--- src/hw/rtl/intel_hex_loader_byte_swap_macros.svh ---
// Assertion macros used by the loader RTL.
`ifndef INTEL_HEX_LOADER_BYTE_SWAP_MACROS_SVH
`define INTEL_HEX_LOADER_BYTE_SWAP_MACROS_SVH

// Same-cycle implication, checked outside reset.
`define IHBS_ASSERT_IMP(lbl, ante, cons) \
    lbl: assert property (@(posedge i_clk) disable iff (!i_rst_n) (ante) |-> (cons)) \
        else $error("ihbs check failed");

// Next-cycle implication, checked outside reset.
`define IHBS_ASSERT_NXT(lbl, ante, cons) \
    lbl: assert property (@(posedge i_clk) disable iff (!i_rst_n) (ante) |=> (cons)) \
        else $error("ihbs check failed");

`endif

--- src/hw/rtl/ihbs_pkg.sv ---
// Types, constants and helpers of the Intel HEX loader.
package ihbs_pkg;

    localparam int unsigned ROM_BYTES = 524288;
    localparam int POS_W     = 10;
    localparam int ADDR_W    = 19;

    localparam logic [POS_W-1:0] POS_MAX = '1;

    localparam logic [7:0] CH_NEWLINE = 8'h0A;
    localparam logic [7:0] CH_COLON   = 8'h3A;

    localparam logic [7:0] REC_DATA = 8'h00;
    localparam logic [7:0] REC_EOF  = 8'h01;
    localparam logic [7:0] REC_ELA  = 8'h04;

    localparam logic KIND_WRITE = 1'b0;
    localparam logic KIND_END   = 1'b1;

    typedef enum logic [1:0] {
        LM_START  = 2'd0,
        LM_RECORD = 2'd1,
        LM_SKIP   = 2'd2
    } t_line_mode;

    // Hex digit value, anything else reads as zero.
    function automatic logic [3:0] digit_value(input logic [7:0] c);
        logic [3:0] v;
        v = 4'd0;
        if (c >= 8'h30 && c <= 8'h39) begin
            v = 4'(c - 8'h30);
        end else if (c >= 8'h41 && c <= 8'h46) begin
            v = 4'(c - 8'h37);
        end else if (c >= 8'h61 && c <= 8'h66) begin
            v = 4'(c - 8'h57);
        end
        return v;
    endfunction

endpackage

--- src/hw/rtl/intel_hex_loader_byte_swap.sv ---
// Intel HEX loader with 16-bit byte swap: character decode and result register.
//
// Input channel i_valid/o_ready/i_ch takes one text character per request.
// Output channel o_valid/i_ready carries o_kind, o_rom_address, o_rom_byte:
// a byte write to ROM (address low bit flipped) or an end-of-file mark.
// Each accepted character updates the line decoder in the same cycle; a
// result it causes is registered and appears on the output in the cycle after the accept.
// Throughput is one character per cycle: o_ready stays high while the
// result register is empty or being taken, so a character may enter in
// the same cycle the previous result leaves.
// If the receiver stalls with a result held, o_ready drops until it is
// taken; characters that cause no result are still stalled then.
// After an end record the block keeps taking characters and ignores them
// until reset. Reset (synchronous, active low) clears the decoder, the
// address base and the result register; no clearing pass is needed.
// Writes whose full address or swapped address reach the ROM size are dropped.
module intel_hex_loader_byte_swap (
    input  logic                        i_clk,
    input  logic                        i_rst_n,
    input  logic                        i_valid,
    output logic                        o_ready,
    input  logic [7:0]                  i_ch,
    output logic                        o_valid,
    input  logic                        i_ready,
    output logic                        o_kind,
    output logic [ihbs_pkg::ADDR_W-1:0] o_rom_address,
    output logic [7:0]                  o_rom_byte
);

`include "intel_hex_loader_byte_swap_macros.svh"

    ihbs_pkg::t_line_mode        r_mode, n_mode;
    logic [ihbs_pkg::POS_W-1:0]  r_pos, n_pos;
    logic [7:0]                  r_length, n_length;
    logic [15:0]                 r_offset, n_offset;
    logic [7:0]                  r_rkind, n_rkind;
    logic [15:0]                 r_upper, n_upper;
    logic [15:0]                 r_pending, n_pending;
    logic [3:0]                  r_hnib, n_hnib;
    logic [7:0]                  r_done, n_done;
    logic                        r_committed, n_committed;
    logic                        r_finished, n_finished;

    logic                        r_out_valid, n_out_valid;
    logic                        r_out_kind, n_out_kind;
    logic [ihbs_pkg::ADDR_W-1:0] r_out_addr, n_out_addr;
    logic [7:0]                  r_out_byte, n_out_byte;

    logic        accept;
    logic        emit;
    logic        is_nl;
    logic        is_colon;
    logic [3:0]  d;
    logic [7:0]  kind_new;
    logic [31:0] full;
    logic [31:0] swapped;
    logic [15:0] pend_add;
    logic [15:0] pend_new;

    assign o_ready  = !r_out_valid || i_ready;
    assign accept   = i_valid && o_ready;
    assign is_nl    = (i_ch == ihbs_pkg::CH_NEWLINE);
    assign is_colon = (i_ch == ihbs_pkg::CH_COLON);
    assign d        = ihbs_pkg::digit_value(i_ch);
    assign kind_new = {r_rkind[3:0], d};
    assign full     = {r_upper, r_offset} + {24'd0, r_done};
    assign swapped  = {full[31:1], ~full[0]};

    always_comb begin
        unique case (r_pos[1:0])
            2'd1:    pend_add = {d, 12'd0};
            2'd2:    pend_add = {4'd0, d, 8'd0};
            2'd3:    pend_add = {8'd0, d, 4'd0};
            default: pend_add = {12'd0, d};
        endcase
        pend_new = r_pending | pend_add;
    end

    // Line mode next state.
    always_comb begin
        n_mode = r_mode;
        if (accept && !r_finished) begin
            if (is_nl) begin
                n_mode = ihbs_pkg::LM_START;
            end else if (r_mode == ihbs_pkg::LM_START) begin
                n_mode = is_colon ? ihbs_pkg::LM_RECORD : ihbs_pkg::LM_SKIP;
            end
        end
    end

    // Record fields, counters and result.
    always_comb begin
        n_pos       = r_pos;
        n_length    = r_length;
        n_offset    = r_offset;
        n_rkind     = r_rkind;
        n_upper     = r_upper;
        n_pending   = r_pending;
        n_hnib      = r_hnib;
        n_done      = r_done;
        n_committed = r_committed;
        n_finished  = r_finished;
        emit        = 1'b0;
        n_out_kind  = ihbs_pkg::KIND_WRITE;
        n_out_addr  = swapped[ihbs_pkg::ADDR_W-1:0];
        n_out_byte  = {r_hnib, d};

        if (accept && !r_finished) begin
            if (is_nl) begin
                if (r_mode == ihbs_pkg::LM_RECORD && r_pos >= 10'd9 &&
                    r_rkind == ihbs_pkg::REC_ELA && !r_committed) begin
                    n_upper = r_pending;
                end
                n_pos = '0;
            end else if (r_mode == ihbs_pkg::LM_START) begin
                n_pos = 10'd1;
                if (is_colon) begin
                    n_length    = '0;
                    n_offset    = '0;
                    n_rkind     = '0;
                    n_pending   = '0;
                    n_hnib      = '0;
                    n_done      = '0;
                    n_committed = 1'b0;
                end
            end else begin
                n_pos = (r_pos == ihbs_pkg::POS_MAX) ? r_pos : r_pos + 10'd1;
                if (r_mode == ihbs_pkg::LM_RECORD) begin
                    priority if (r_pos <= 10'd2) begin
                        n_length = {r_length[3:0], d};
                    end else if (r_pos <= 10'd6) begin
                        n_offset = {r_offset[11:0], d};
                    end else if (r_pos <= 10'd8) begin
                        n_rkind = kind_new;
                        if (r_pos == 10'd8 && kind_new == ihbs_pkg::REC_EOF) begin
                            n_finished = 1'b1;
                            emit       = 1'b1;
                            n_out_kind = ihbs_pkg::KIND_END;
                            n_out_addr = '0;
                            n_out_byte = '0;
                        end
                    end else if (r_rkind == ihbs_pkg::REC_DATA) begin
                        if (r_pos[0]) begin
                            n_hnib = d;
                        end else if (r_done < r_length) begin
                            n_done = r_done + 8'd1;
                            emit   = (full < 32'(ihbs_pkg::ROM_BYTES)) &&
                                     (swapped < 32'(ihbs_pkg::ROM_BYTES));
                        end
                    end else if (r_rkind == ihbs_pkg::REC_ELA && r_pos <= 10'd12 &&
                                 !r_committed) begin
                        n_pending = pend_new;
                        if (r_pos == 10'd12) begin
                            n_upper     = pend_new;
                            n_committed = 1'b1;
                        end
                    end else begin
                        n_pos = n_pos;
                    end
                end
            end
        end

        if (emit) begin
            n_out_valid = 1'b1;
        end else if (i_ready) begin
            n_out_valid = 1'b0;
        end else begin
            n_out_valid = r_out_valid;
        end
    end

    always_ff @(posedge i_clk) begin
        if (!i_rst_n) begin
            r_mode      <= ihbs_pkg::LM_START;
            r_pos       <= '0;
            r_length    <= '0;
            r_offset    <= '0;
            r_rkind     <= '0;
            r_upper     <= '0;
            r_pending   <= '0;
            r_hnib      <= '0;
            r_done      <= '0;
            r_committed <= 1'b0;
            r_finished  <= 1'b0;
            r_out_valid <= 1'b0;
        end else begin
            r_mode      <= n_mode;
            r_pos       <= n_pos;
            r_length    <= n_length;
            r_offset    <= n_offset;
            r_rkind     <= n_rkind;
            r_upper     <= n_upper;
            r_pending   <= n_pending;
            r_hnib      <= n_hnib;
            r_done      <= n_done;
            r_committed <= n_committed;
            r_finished  <= n_finished;
            r_out_valid <= n_out_valid;
        end
    end

    always_ff @(posedge i_clk) begin
        if (emit) begin
            r_out_kind <= n_out_kind;
            r_out_addr <= n_out_addr;
            r_out_byte <= n_out_byte;
        end
    end

    assign o_valid       = r_out_valid;
    assign o_kind        = r_out_kind;
    assign o_rom_address = r_out_addr;
    assign o_rom_byte    = r_out_byte;

    `IHBS_ASSERT_IMP(a_end_last, r_finished && r_out_valid, r_out_kind == ihbs_pkg::KIND_END)
    `IHBS_ASSERT_IMP(a_done_le_len, 1'b1, r_done <= r_length)
    `IHBS_ASSERT_IMP(a_commit_ela, r_committed, r_rkind == ihbs_pkg::REC_ELA)
    `IHBS_ASSERT_NXT(a_drain, r_out_valid && i_ready && !emit, !r_out_valid)

endmodule

--- config.mk ---
export PLATFORM = sky130hd
export DESIGN_NAME = intel_hex_loader_byte_swap
export DESIGN_NICKNAME = d
export VERILOG_FILES = /design/src/hw/rtl/ihbs_pkg.sv /design/src/hw/rtl/intel_hex_loader_byte_swap.sv
export VERILOG_INCLUDE_DIRS = /design/src /design/src/hw/rtl
export SDC_FILE = /design/constraint.sdc
export NUM_CORES = 1
export LEC_CHECK = 0
export BUFFER_PORTS_ARGS = -buffer_cell sky130_fd_sc_hd__clkbuf_2
export CAP_MARGIN = 20
export CORE_MARGIN = 3
export CORE_UTILIZATION = 48
export CTS_BUF_LIST = sky130_fd_sc_hd__clkbuf_4 sky130_fd_sc_hd__clkbuf_8 sky130_fd_sc_hd__clkbuf_16
export DETAILED_ROUTE_END_ITERATION = 12
export HOLD_SLACK_MARGIN = 0.15
export PLACE_DENSITY_LB_ADDON = 0.2
export SLEW_MARGIN = 15
export SYNTH_ARGS = -nofsm -noshare
export SYNTH_HDL_FRONTEND = slang
export SYNTH_SLANG_ARGS = --single-unit
export TNS_END_PERCENT = 20
--- constraint.sdc ---
create_clock -name i_clk -period 3.8 [get_ports i_clk]
set_input_delay 0.19 -clock i_clk [delete_from_list [all_inputs] [get_ports i_clk]]
set_output_delay 0.19 -clock i_clk [all_outputs]
set_load 0.05 [all_outputs]
**Word-level counts from Yosys, hierarchy flattened**

Cells that the tools add are included.

- Input bits: 12
- Logic and storage cells: 207
- Bits in registers: 119

- Multiplexer cells: 95
- Bitwise gates (word level): 9
- Reductions and logical operators: 44
- Add/sub/neg operators: 6
- $lt $le $gt $ge: 14
- Equality and inequality tests: 24

Operator list:

| operator | number |
|---|---|
| two-way mux 16 bit | 22 |
| two-way mux 8 bit | 25 |
| two-way mux 19 bit | 8 |
| < comparator 32 x 20 -> 1 bit, second input constant | 2 |
| one-hot mux 16 bit (3 select lines) | 1 |
| two-way mux 4 bit | 11 |
| adder 32 x 8 -> 32 bit | 1 |
| two-way mux 10 bit | 3 |
| AND reduction 10 bit | 3 |
| nonzero test 2 bit | 14 |
| two-way mux 1 bit | 22 |
| == test 10 x 4 -> 1 bit, second input constant | 2 |
| less-or-equal comparator 10 x 4 -> 1 bit, second input constant | 2 |
| inequality test 2 bit, second input constant | 10 |
| AND reduction 9 bit | 2 |
| >= comparator 8 x 7 -> 1 bit, second input constant | 2 |
| less-or-equal comparator 8 x 7 -> 1 bit, second input constant | 2 |
| OR 16 bit | 1 |
| logical AND 1 bit | 12 |
| adder 10 x 1 -> 10 bit, second input constant | 1 |
| == test 10 bit, second input constant | 1 |
| >= comparator 10 x 4 -> 1 bit, second input constant | 1 |
| less-or-equal comparator 10 x 2 -> 1 bit, second input constant | 1 |
| less-or-equal comparator 10 x 3 -> 1 bit, second input constant | 1 |
| other kinds (26) | 42 |

**Depth between registers and ports, before layout**

- Depth after elaboration: 16
- Depth in mapped cells: 10
- Gate-level depth less buffers: 10

**Worst setup path before layout**

No wires, ideal clock.

- Kind: register to register
- Start point: register r_done[5]
- End point: register r_out_kind, in the netlist o_kind (enable)
- Required time: 3.430 ns
- Clock period less this slack: 3.402 ns
- Stages on the path, launching flop included: 8
- Setup slack: 0.398 ns
- Arrival time: 3.032 ns
- Path through: dfxtp_1 ha_1 a2111o_1 o22a_1 a2111o_1 a2111o_1 a2111oi_0 or2_2

- Longest elaborated chain between the ends: 13
- Elaborated cells on any way between the ends: 15

Ends and longest elaborated chain:

| element | RTL line | text |
|---|---|---|
| start: declaration | intel_hex_loader_byte_swap.sv:40 | `logic [7:0] r_done, n_done;` |
| start signal: assignment | intel_hex_loader_byte_swap.sv:196 | `r_done <= n_done;` |
| adder 32 x 8 -> 32 bit | intel_hex_loader_byte_swap.sv:66 | `assign full = {r_upper, r_offset} + {24'd0, r_done};` |
| < comparator 32 x 20 -> 1 bit (on tied branches) | intel_hex_loader_byte_swap.sv:147, intel_hex_loader_byte_swap.sv:148 |  |
| logical AND 1 bit | intel_hex_loader_byte_swap.sv:147 | `emit = (full < 32'(ihbs_pkg::ROM_BYTES)) &&` |
| two-way mux 1 bit (*) | intel_hex_loader_byte_swap.sv:145 | `end else if (r_done < r_length) begin` |
| two-way mux 1 bit (*) | intel_hex_loader_byte_swap.sv:143 | `if (r_pos[0]) begin` |
| two-way mux 1 bit (*) | intel_hex_loader_byte_swap.sv:142 | `end else if (r_rkind == ihbs_pkg::REC_DATA) begin` |
| two-way mux 1 bit (*) | intel_hex_loader_byte_swap.sv:133 | `end else if (r_pos <= 10'd8) begin` |
| two-way mux 1 bit (*) | intel_hex_loader_byte_swap.sv:131 | `end else if (r_pos <= 10'd6) begin` |
| two-way mux 1 bit (*) | intel_hex_loader_byte_swap.sv:129 | `priority if (r_pos <= 10'd2) begin` |
| two-way mux 1 bit (*) | intel_hex_loader_byte_swap.sv:128 | `if (r_mode == ihbs_pkg::LM_RECORD) begin` |
| two-way mux 1 bit (*) | intel_hex_loader_byte_swap.sv:115 | `end else if (r_mode == ihbs_pkg::LM_START) begin` |
| two-way mux 1 bit (*) | intel_hex_loader_byte_swap.sv:109 | `if (is_nl) begin` |
| two-way mux 1 bit (*) | intel_hex_loader_byte_swap.sv:108 | `if (accept && !r_finished) begin` |
| net emit | intel_hex_loader_byte_swap.sv:50 | `logic emit;` |
| end signal: assignment | intel_hex_loader_byte_swap.sv:205 | `r_out_kind <= n_out_kind;` |
| end: declaration | intel_hex_loader_byte_swap.sv:45 | `logic r_out_kind, n_out_kind;` |

Mark *: on every way through the listed nets, which the timed path passes. The rest lies on a longest branch.
A chain may end at the register's enable or synchronous reset.

**Final worst setup path**

- Start point: register r_done[0]
- End point: register r_out_kind, in the netlist o_kind (enable)

- Longest elaborated chain between the ends: 14
- Elaborated cells on any way between the ends: 16

Ends and longest elaborated chain:

| element | RTL line | text |
|---|---|---|
| adder 32 x 8 -> 32 bit | intel_hex_loader_byte_swap.sv:66 |  |
| NOT 1 bit | intel_hex_loader_byte_swap.sv:67 | `assign swapped = {full[31:1], ~full[0]};` |
| < comparator 32 x 20 -> 1 bit | intel_hex_loader_byte_swap.sv:148 | `(swapped < 32'(ihbs_pkg::ROM_BYTES));` |
| logical AND 1 bit | intel_hex_loader_byte_swap.sv:147 |  |
| two-way mux 1 bit (*) | intel_hex_loader_byte_swap.sv:145 |  |
| two-way mux 1 bit (*) | intel_hex_loader_byte_swap.sv:143 |  |
| two-way mux 1 bit (*) | intel_hex_loader_byte_swap.sv:142 |  |
| two-way mux 1 bit (*) | intel_hex_loader_byte_swap.sv:133 |  |
| two-way mux 1 bit (*) | intel_hex_loader_byte_swap.sv:131 |  |
| two-way mux 1 bit (*) | intel_hex_loader_byte_swap.sv:129 |  |
| two-way mux 1 bit (*) | intel_hex_loader_byte_swap.sv:128 |  |
| two-way mux 1 bit (*) | intel_hex_loader_byte_swap.sv:115 |  |
| two-way mux 1 bit (*) | intel_hex_loader_byte_swap.sv:109 |  |
| two-way mux 1 bit (*) | intel_hex_loader_byte_swap.sv:108 |  |
| net emit | intel_hex_loader_byte_swap.sv:50 |  |

Marks and branches as above.

==> metrics <==
first-pass GRT wire length about 24000 um; number of max-cap violations 0; Max-Slew Margin vs Limit between 40% and 50%; clk sinks between 100 and 150; Crit path largest cell delay roughly 460 ps; Sw Share about a fifth; initial antenna violation count 0; GRT overflow 0; Critical Path Fanout Max 28; TNS Setup 0 ps; Slew Viols, Final 0; fraction of layout cells with a size suffix above 1 roughly 15%; arrival time at the worst endpoint ~3600 ps; Ant. Diodes 0; final setup vio count 0; Post-Syn Area 6110 um^2; Power Internal around 2.4 mW; ys flop type dfxtp_1; leading area contributor after synthesis dfxtp_1; hpwl dp between 10000 and 15000 um; vias in the first global route ~5000; via count 5224; Critical Path Source Type flop; port bufs 41; Post-Syn Instances 668; Setup Skew just under 7 ps; critical path, cell by cell ha_1 -> inv_1 -> fa_1 -> nand2b_1 -> a21oi_1 -> o22a_2 -> nand4_1 -> a2111o_1 -> a2111oi_1 -> or2_2 -> buf_12; yosys warns 0; IO Pins 42; crit-path leading delay family compound AO/OA/AOI/OAI gates; Core Region ~12000 um^2; row cnt 40; fmax between 0.2 and 0.3 GHz; endpoint required time on the critical path slightly below 4000 ps; Logic pwr share under 10%; Async SR Flop Fraction 0%; WL final between 10000 and 15000 um; Mean Syn Cell Area roughly 9 um^2; Final WS setup approximately 330 ps; worst hold path type input port to flop; Post-synth EDFFs 28; Die W around 120 um; unrepaired setup endpoints after global routing no; outcome completed; Vias/cell just under 6; post-route ant nets 0; worst hold margin between 200 and 250 ps; worst slew pin tran about 800 ps; clock share of power between 50% and 60%; GP Congestion 0.928; number of DRC markers in iteration 0 approximately 440; crit path buf inv count 2; post-synthesis cell type count between 60 and 70; root buf cell clkbuf_16; Clock Latency Late Sink between 400 and 500 ps; drt wl/cell approximately 17 um; Fill cells roughly 1100; sequential fraction of the synthesis area 43.6%; Reg power frac 43.2%; Tcrit/Tclk final 91.2%; Initial Util 50.1%; PD cells 419 nW/um^2; total global-route track usage 21.4%; Die Ht approximately 120 um; Pleak between 2 and 3 nW; area growth from synthesis to layout 17.5%; DIE AREA ~14000 um^2; nets about 750; worst slack at placement roughly 190 ps; CP Capture Type flop; largest net degree at the start of global routing 36; Worst path slowest cell dfxtp_1; clock slew at reported path FFs about 50 ps; Syn Nets 706; Max clock buf depth 2; Fin. Hold Viols 0; Worst VDD drop slightly above 0.0004 V; fin crit period 3470 ps; Post-CTS Setup Inserts 0; Synth area leaders dfxtp_1 30%, edfxtp_1 14%, ha_1 5.1%; post-synth top area share between 20% and 30%; Inserted Clock Buffers 17; DRC viols 0; #FFs+latches synth roughly 120; Pre-antenna DRT Iters 5; switching power between 0.6 and 0.7 mW; Setup CP Type flop to flop; # H-tree levels 4; CTS tree done
## metrics by stage
stage | utilization [%] | cells | cell area [um^2] | power [mW]
floorplan | - | 668 | 6110 | 1.38
global placement | 53.8 | 864 | 6570 | 1.41
detailed placement | 53.8 | 864 | 6570 | 1.41
CTS | 58.8 | 896 | 7180 | 3.02
global route | 58.8 | 896 | 7180 | 3.09
finish | 58.8 | 896 | 7180 | 3.01
## flip-flops by register name, summed over array words and instances, names as in the netlist
| register | count |
|---|---|
| r_done | 8 |
| r_offset | 16 |
| o_valid | 1 |
| r_length | 8 |
| o_kind | 1 |
| r_rkind | 8 |
| r_mode | 2 |
| r_finished | 1 |
| o_rom_byte | 8 |
| r_pending | 16 |
| r_committed | 1 |
| r_upper | 16 |
| o_rom_address | 19 |
| r_hnib | 4 |
| r_pos | 10 |
## path summary, 6_finish.rpt
path,startpoint,end,slack [ps],depth (start not counted)
max,r_done[0]$_SDFFE_PN0P_,o_kind$_SDFFCE_PP0P_,330,11
min,i_ch[4],r_mode[1]$_SDFFE_PN0P_,210,4
max reg2reg,r_done[0]$_SDFFE_PN0P_,o_kind$_SDFFCE_PP0P_,330,11
min reg2reg,r_pending[10]$_SDFFE_PN0P_,r_upper[10]$_SDFFE_PN0P_,460,2
## placed cells by master (no fill, tap or decap), types with 10 or more instances in the layout
| cell | count |
|---|---|
| nor2_1 | 69 |
| xor2_1 | 19 |
| o32ai_1 | 10 |
| inv_1 | 26 |
| nand2_1 | 59 |
| nor2b_1 | 25 |
| nand3_1 | 17 |
| buf_4 | 14 |
| nor3_1 | 11 |
| a21oi_1 | 40 |
| clkbuf_16 | 19 |
| o211a_1 | 10 |
| o21ai_0 | 15 |
| edfxtp_1 | 28 |
| or3_1 | 10 |
| ha_1 | 25 |
| a22oi_1 | 11 |
| clkbuf_2 | 41 |
| dfxtp_1 | 91 |
| nand4_1 | 17 |
## power by group through the flow
stage / registers (mW) / logic [mW] / clock network, mW
final: 1.30 / 0.0916 / 1.62
after global routing: 1.30 / 0.100 / 1.69
after CTS: 1.30 / 0.0908 / 1.63
after detailed placement: 1.32 / 0.0906 / 0
after global placement: 1.32 / 0.0888 / 0
after floorplan: 1.32 / 0.0578 / 0
## cells in the mapped netlist (5+ instances only)
cell type / number
a21boi_0: 9
a21o_1: 7
a21oi_1: 40
a22o_1: 5
a22oi_1: 11
a31oi_1: 9
and2_1: 9
and3_1: 8
and4_1: 5
clkbuf_1: 24
dfxtp_1: 91
edfxtp_1: 28
ha_1: 25
inv_1: 26
mux2i_1: 9
nand2_1: 59
nand2b_1: 6
nand3_1: 17
nand4_1: 17
nor2_1: 69
nor2b_1: 25
nor3_1: 11
nor3b_1: 5
nor4_1: 5
o211a_1: 10
o211ai_1: 5
o21a_1: 5
o21ai_0: 15
o2bb2ai_1: 6
o32ai_1: 10
or3_1: 10
or4_1: 5
xnor2_1: 9
xor2_1: 19
## area by class of cell
type / count / area [um^2] / share of cell area (%)
Tap cell: 168 / 210 / 2.93
Sequential cell: 119 / 2660 / 37.1
Timing Repair Buffer: 56 / 330 / 4.60
Multi-Input combinational cell: 495 / 3270 / 45.5
Clock buffer: 26 / 553 / 7.70
Clock inverter: 6 / 60.1 / 0.836
Inverter: 26 / 97.6 / 1.36
## per-layer routing
| metal | up-vias | track usage (%) | share of wire (%) |
|---|---|---|---|
| met1 | 2512 | 27.7 | 46 |
| met2 | 140 | 35.5 | 48 |
| met4 | 0 | 6.23 | 1.5 |
| li1 | 2552 | - | - |
| met5 | - | 0 | 0 |
| met3 | 20 | 5.56 | 4.7 |
## kinds of logic (layout without fill, tap and decap cells)
family          after synthesis  after routing  synth area share (%)
simple gates                266            266                  22.4
mux                          10             10                  1.66
flops                       119            119                  43.6
buf+inv                      54            114                  3.36
compound gates              165            165                  19.5
fa+ha+maj                    26             26                  5.45
xor+xnor                     28             28                  4.01
## worst min-delay path: cells and delay by family
family	cells	cell delay (ps)
buf+inv	1	120
compound gates	1	70
simple gates	2	210
## timing repair
| action | in CTS | in global routing |
|---|---|---|
| gates resized for setup | 0 | 2 |
| endpoints found under the hold margin | 0 | 0 |
| hold buffers | 0 | 0 |
| setup endpoints to repair | 0 | 28 |
(Power assumes the default switching activity.)
